<file path="config.mk">
export PLATFORM = sky130hd
export DESIGN_NAME = afrc_frame
export DESIGN_NICKNAME = d
export VERILOG_FILES = /design/src/hw/rtl/afrc_pkg.sv /design/src/hw/rtl/afrc_frame.sv
export VERILOG_INCLUDE_DIRS = /design/src /design/src/hw/rtl
export SDC_FILE = /design/constraint.sdc
export NUM_CORES = 1
export LEC_CHECK = 0
export ABC_CLOCK_PERIOD_IN_PS = 7600
export BUFFER_PORTS_ARGS = -buffer_cell sky130_fd_sc_hd__buf_2
export CAP_MARGIN = 25
export CORE_MARGIN = 10
export CORE_UTILIZATION = 59
export CTS_CLUSTER_SIZE = 16
export DETAILED_ROUTE_END_ITERATION = 10
export GPL_ROUTABILITY_DRIVEN = 0
export PLACE_DENSITY = 0.86
export SYNTH_ARGS = -nofsm -noshare
export SYNTH_HDL_FRONTEND = slang
export SYNTH_SLANG_ARGS = --single-unit
</file>
<file path="constraint.sdc">
create_clock -name clk -period 7.6 [get_ports clk]
set_input_delay 1.14 -clock clk [delete_from_list [all_inputs] [get_ports clk]]
set_output_delay 1.14 -clock clk [all_outputs]
set_load 0.03 [all_outputs]
</file>
<file path="src/hw/rtl/api_frame_rx_checker_assert.svh">
// Assertion macros used by the frame tracking module of the receive checker.
`ifndef API_FRAME_RX_CHECKER_ASSERT_SVH
`define API_FRAME_RX_CHECKER_ASSERT_SVH

// Checks that a condition holds at every clock edge outside reset.
`define AFRC_ASSERT_ALWAYS(lbl, clk_sig, rst_n_sig, cond) \
	lbl: assert property (@(posedge clk_sig) disable iff (!rst_n_sig) (cond)) \
		else $error("frame receive checker: invariant violated");

// Checks that a condition holds in the cycle after a trigger.
`define AFRC_ASSERT_NEXT(lbl, clk_sig, rst_n_sig, ante, cons) \
	lbl: assert property (@(posedge clk_sig) disable iff (!rst_n_sig) (ante) |=> (cons)) \
		else $error("frame receive checker: sequence violated");

`endif

</file>
<file path="src/hw/rtl/afrc_pkg.sv">
// Types and constants of the API frame receive checker.
package afrc_pkg;

	localparam int FRAME_BYTES = 10;
	localparam int POS_W       = 6;
	localparam int CFG_IDX_W   = 2;
	localparam int CFG_DATA_W  = 16;

	localparam logic [POS_W-1:0] LEN_HI_POS  = POS_W'(1);
	localparam logic [POS_W-1:0] LEN_LO_POS  = POS_W'(2);
	localparam logic [POS_W-1:0] API_POS     = POS_W'(3);
	localparam logic [POS_W-1:0] PAYLOAD_POS = POS_W'(8);
	localparam logic [POS_W-1:0] LAST_POS    = POS_W'(FRAME_BYTES - 1);
	localparam logic [7:0]       SUM_GOOD    = 8'd255;

	localparam logic [7:0]  START_DELIMITER_RST = 8'd126;
	localparam logic [15:0] EXPECTED_LENGTH_RST = 16'd6;
	localparam logic [7:0]  EXPECTED_API_ID_RST = 8'd129;

	typedef enum logic [2:0] {
		ST_DISCARD = 3'd0,
		ST_MID     = 3'd1,
		ST_OK      = 3'd2,
		ST_BAD_LEN = 3'd3,
		ST_BAD_API = 3'd4,
		ST_BAD_SUM = 3'd5
	} status_t;

	typedef enum logic [CFG_IDX_W-1:0] {
		CFG_START_DELIMITER = 2'd0,
		CFG_EXPECTED_LENGTH = 2'd1,
		CFG_EXPECTED_API_ID = 2'd2
	} cfg_index_t;

	typedef struct packed {
		logic [7:0]  start_delimiter;
		logic [15:0] expected_length;
		logic [7:0]  expected_api_id;
	} cfg_t;

endpackage

</file>
<file path="src/hw/rtl/afrc_frame.sv">
// Frame tracking state and per-byte check logic of the frame receive checker.
`include "api_frame_rx_checker_assert.svh"

module afrc_frame import afrc_pkg::*; (
	input  logic       clk,
	input  logic       arst_n,
	input  logic       step,
	input  logic [7:0] byte_in,
	input  cfg_t       cfg,
	output status_t    status_d,
	output logic [7:0] charge_d
);

	logic [POS_W-1:0] pos_q, pos_n;
	logic [7:0]       sum_q, sum_n;
	logic             len_mis_q, len_mis_n;
	logic             api_mis_q, api_mis_n;
	logic [7:0]       pend_q, pend_n;
	logic [7:0]       charge_q;

	always_comb begin
		pos_n     = pos_q;
		sum_n     = sum_q;
		len_mis_n = len_mis_q;
		api_mis_n = api_mis_q;
		pend_n    = pend_q;
		charge_d  = charge_q;
		status_d  = ST_MID;

		if (pos_q == '0) begin
			if (byte_in != cfg.start_delimiter) begin
				status_d = ST_DISCARD;
			end else begin
				// Opening byte starts a fresh frame.
				sum_n     = '0;
				len_mis_n = 1'b0;
				api_mis_n = 1'b0;
				pend_n    = '0;
				pos_n     = POS_W'(1);
			end
		end else begin
			if (pos_q == LEN_HI_POS && byte_in != cfg.expected_length[15:8]) begin
				len_mis_n = 1'b1;
			end
			if (pos_q == LEN_LO_POS && byte_in != cfg.expected_length[7:0]) begin
				len_mis_n = 1'b1;
			end
			if (pos_q == API_POS && byte_in != cfg.expected_api_id) begin
				api_mis_n = 1'b1;
			end
			if (pos_q >= API_POS) begin
				sum_n = sum_q + byte_in;
			end
			if (pos_q == PAYLOAD_POS) begin
				pend_n = byte_in;
			end

			if (pos_q == LAST_POS) begin
				pos_n = '0;
				if (len_mis_n) begin
					status_d = ST_BAD_LEN;
				end else if (api_mis_n) begin
					status_d = ST_BAD_API;
				end else if (sum_n != SUM_GOOD) begin
					status_d = ST_BAD_SUM;
				end else begin
					status_d = ST_OK;
					charge_d = pend_n;
				end
			end else begin
				pos_n = pos_q + POS_W'(1);
			end
		end
	end

	always_ff @(posedge clk or negedge arst_n) begin
		if (!arst_n) begin
			pos_q     <= '0;
			sum_q     <= '0;
			len_mis_q <= 1'b0;
			api_mis_q <= 1'b0;
			pend_q    <= '0;
			charge_q  <= '0;
		end else if (step) begin
			pos_q     <= pos_n;
			sum_q     <= sum_n;
			len_mis_q <= len_mis_n;
			api_mis_q <= api_mis_n;
			pend_q    <= pend_n;
			charge_q  <= charge_d;
		end
	end

	`AFRC_ASSERT_ALWAYS(a_pos_in_frame, clk, arst_n, pos_q <= LAST_POS)
	`AFRC_ASSERT_NEXT(a_discard_stays_closed, clk, arst_n, step && status_d == ST_DISCARD, pos_q == '0)
	`AFRC_ASSERT_NEXT(a_ok_loads_charge, clk, arst_n, step && status_d == ST_OK, pos_q == '0 && charge_q == $past(pend_n))

endmodule

</file>
==> results.txt <==
Worst Setup End Kind = primary output
slew margin rel. = 0.409
Detailed Route WL = 6280 um
crit path time final = 5470 ps
final setup violating endpoints = 0
hold crit path type = register to register
vias in the first global route = 2124
cell area after synthesis = 2390 um2
clk_skew = 1.72 ps
cell with the most instances after synthesis = dfrtp_1
Yosys cell types = 44
Num CTS Buffers = 5
Core Area = 3970 um2
via count = 2027
Setup Buffers After CTS = 0
initial antenna violation count = 0
Arrival @ worst endpoint = 4330 ps
Residual DRC = 0
Worst Setup Path Type = input pin to primary output
Clk network pwr share = 0.168
Die X-Extent = 83.6 um
Logic pwr share = 0.512
CP Cell Sequence = buf_2 -> ha_1 -> a211oi_2 -> nor4b_1 -> o31a_1 -> or4_1 -> a2111oi_4 -> mux2_2 -> buf_2
WP data required = 6460 ps
Leak = 1.26 nW
Total Power = 0.834 mW
dpl cells = 328
period utilisation layout = 0.719
max incr delay on CP = 750 ps
worst vdd ir = 0.000175 V
die height = 83.6 um
pwr dens = 303 nW/um2
clock root cell = clkbuf_8
# hold bufs at CTS = 0
setup_tns = 0 ps
Final Non-Filler Cells = 336
IO buf count = 53
top cell type's share of synthesized area = 0.335
Yosys top cell by area = dfrtp_1
layout cells sized above 1 = 0.322
worst-path fanout max = 8
I/O Pins = 54
Net Sw Frac = 0.440
synth top area cells = dfrtp_1, mux2_2, xor2_1, xnor2_1, ha_1
EDFF count, synth = 0
Seq/Total Area, Yosys = 0.335
CTS H-tree lvls = 2
status = completed
synth cell count leaders = dfrtp_1, mux2_2, xor2_1
actual slew at the worst max-slew pin = 879 ps
Hold Fails Final Rpt = 0
clock sink count = 32
clock buffer depth = 2
max cap viols = 0
Via-to-Cell Ratio = 6.03
Mapped Cells = 239
Peak Freq = 0.183 GHz
antenna viol nets, final = 0
wire length of the first global-routing pass = 10400 um
most used cell, CP = buf_2
syn_nets = 294
Startpoint Class = input pin
Worst-path clk slew = 70 ps
Final Slew Violations = 0
WL per Instance = 18.7 um
Die ar. = 6990 um2
worst-skew pair later-pin latency = 290 ps
Sequential Power Share = 0.320
Final #Nets = 340
Ant. Diodes = 0
CTS tree = done
GRT overflow = 0
asr flop ratio synth = 1.00
switching pwr = 0.367 mW
detailed router's first-iteration violation count = 151
Cell Int Power = 0.467 mW
#FFs+latches synth = 32
initial cell density of the core = 0.601
Pre-antenna DRT Iters = 4
CP max-delay cell = a2111oi_4
cts repair resizes = 0
Synth warnings = 0
Main synth FF type = dfrtp_1
largest net degree at the start of global routing = 33
RSZ-0062 raised after global routing = false
Std-Cell Rows = 23
Total GRT Usage = 0.179
DP HPWL = 4860 um
Syn Area/Cell = 9.99 um2
area growth from synthesis to layout = 15.4%
-- worst max-delay path: cells and delay by family --
family | cells | cell delay, ps
adders and majority gates | 1 | 340
muxes | 1 | 410
AOI/OAI and AO/OA | 3 | 1340
and+or+nand+nor | 2 | 750
buffers and inverters | 2 | 350
-- routing by layer --
layer / wire (um) / global-route usage / vias up
li1: - / - / 980
met1: 2640 / 0.200 / 974
met2: 3160 / 0.313 / 67
met3: 424 / 0.0596 / 6
met4: 61 / 0.0518 / 0
met5: 0 / 0 / -
-- power groups by stage --
| stage | clock network (mW) | logic, mW | registers [mW] |
|---|---|---|---|
| global placement | 0 | 0.408 | 0.266 |
| finish | 0.140 | 0.427 | 0.267 |
| detailed placement | 0 | 0.422 | 0.268 |
| CTS | 0.142 | 0.424 | 0.265 |
| floorplan | 0 | 0.337 | 0.253 |
| global route | 0.152 | 0.473 | 0.273 |
-- cells by family (layout without fill, tap and decap cells) --
group	Yosys count	in the layout	share of synthesized area
muxes	25	25	0.117
buffers and inverters	17	64	0.0272
and+or+nand+nor	64	64	0.143
AOI/OAI and AO/OA	52	52	0.175
adders and majority gates	12	12	0.0660
xor gates and xnor gates	37	37	0.136
DFF	32	32	0.335
-- cells in the final DEF, fill, tap and decap left out, drive strengths merged, types with 3 or more instances in the layout --
cell type  count
o21ai         11
dfrtp         32
xor2          19
clkbuf         7
buf           53
nand4          9
mux2          24
nor4           6
nor2          13
a32o          10
ha            11
nor3           4
nand3          6
inv            3
xnor2         18
nand2         11
a21oi         12
a22o           5
-- layout make-up --
| class | instances | area (um2) |
|---|---|---|
| clock buffer | 7 | 86.3 |
| clock inverter | 1 | 7.51 |
| fill | 304 | 1220 |
| inverter | 3 | 11.3 |
| multi-input combinational | 190 | 1520 |
| sequential | 32 | 801 |
| tap | 50 | 62.6 |
| timing repair buffer | 53 | 265 |
-- sequential cells by signal, indices dropped and copies added, names as in the netlist --
register / count
charge_q: 8
pend_q: 8
sum_q: 8
pos_q: 6
api_mis_q: 1
len_mis_q: 1
-- stage by stage --
| step | hold slack, ps | area (um2) | utilization | setup slack, ps |
|---|---|---|---|---|
| after global placement | 467 | 2660 | 0.670 | 2240 |
| after detailed placement | 479 | 2660 | 0.670 | 2160 |
| after CTS | 494 | 2760 | 0.694 | 2150 |
| after global routing | 502 | 2760 | 0.694 | 1970 |
| after floorplan | 460 | 2390 | - | 2730 |
| final | 495 | 2760 | 0.694 | 2130 |
-- final timing paths --
| kind | startpoint | to | slack, ps | cells after the start |
|---|---|---|---|---|
| max in group asynchronous | arst_n | sum_q[3]$_DFFE_PN0P_ | 6230 | 1 |
| setup / recovery | byte_in[1] | charge_d[2] | 2130 | 9 |
| hold / removal | pend_q[7]$_DFFE_PN0P_ | pend_q[7]$_DFFE_PN0P_ | 500 | 1 |
| min in group asynchronous | arst_n | sum_q[5]$_DFFE_PN0P_ | 890 | 1 |
| setup reg to reg | sum_q[1]$_DFFE_PN0P_ | charge_q[2]$_DFFE_PN0P_ | 4220 | 7 |
| hold reg to reg | pend_q[7]$_DFFE_PN0P_ | pend_q[7]$_DFFE_PN0P_ | 500 | 1 |
(Power assumes the default switching activity.)
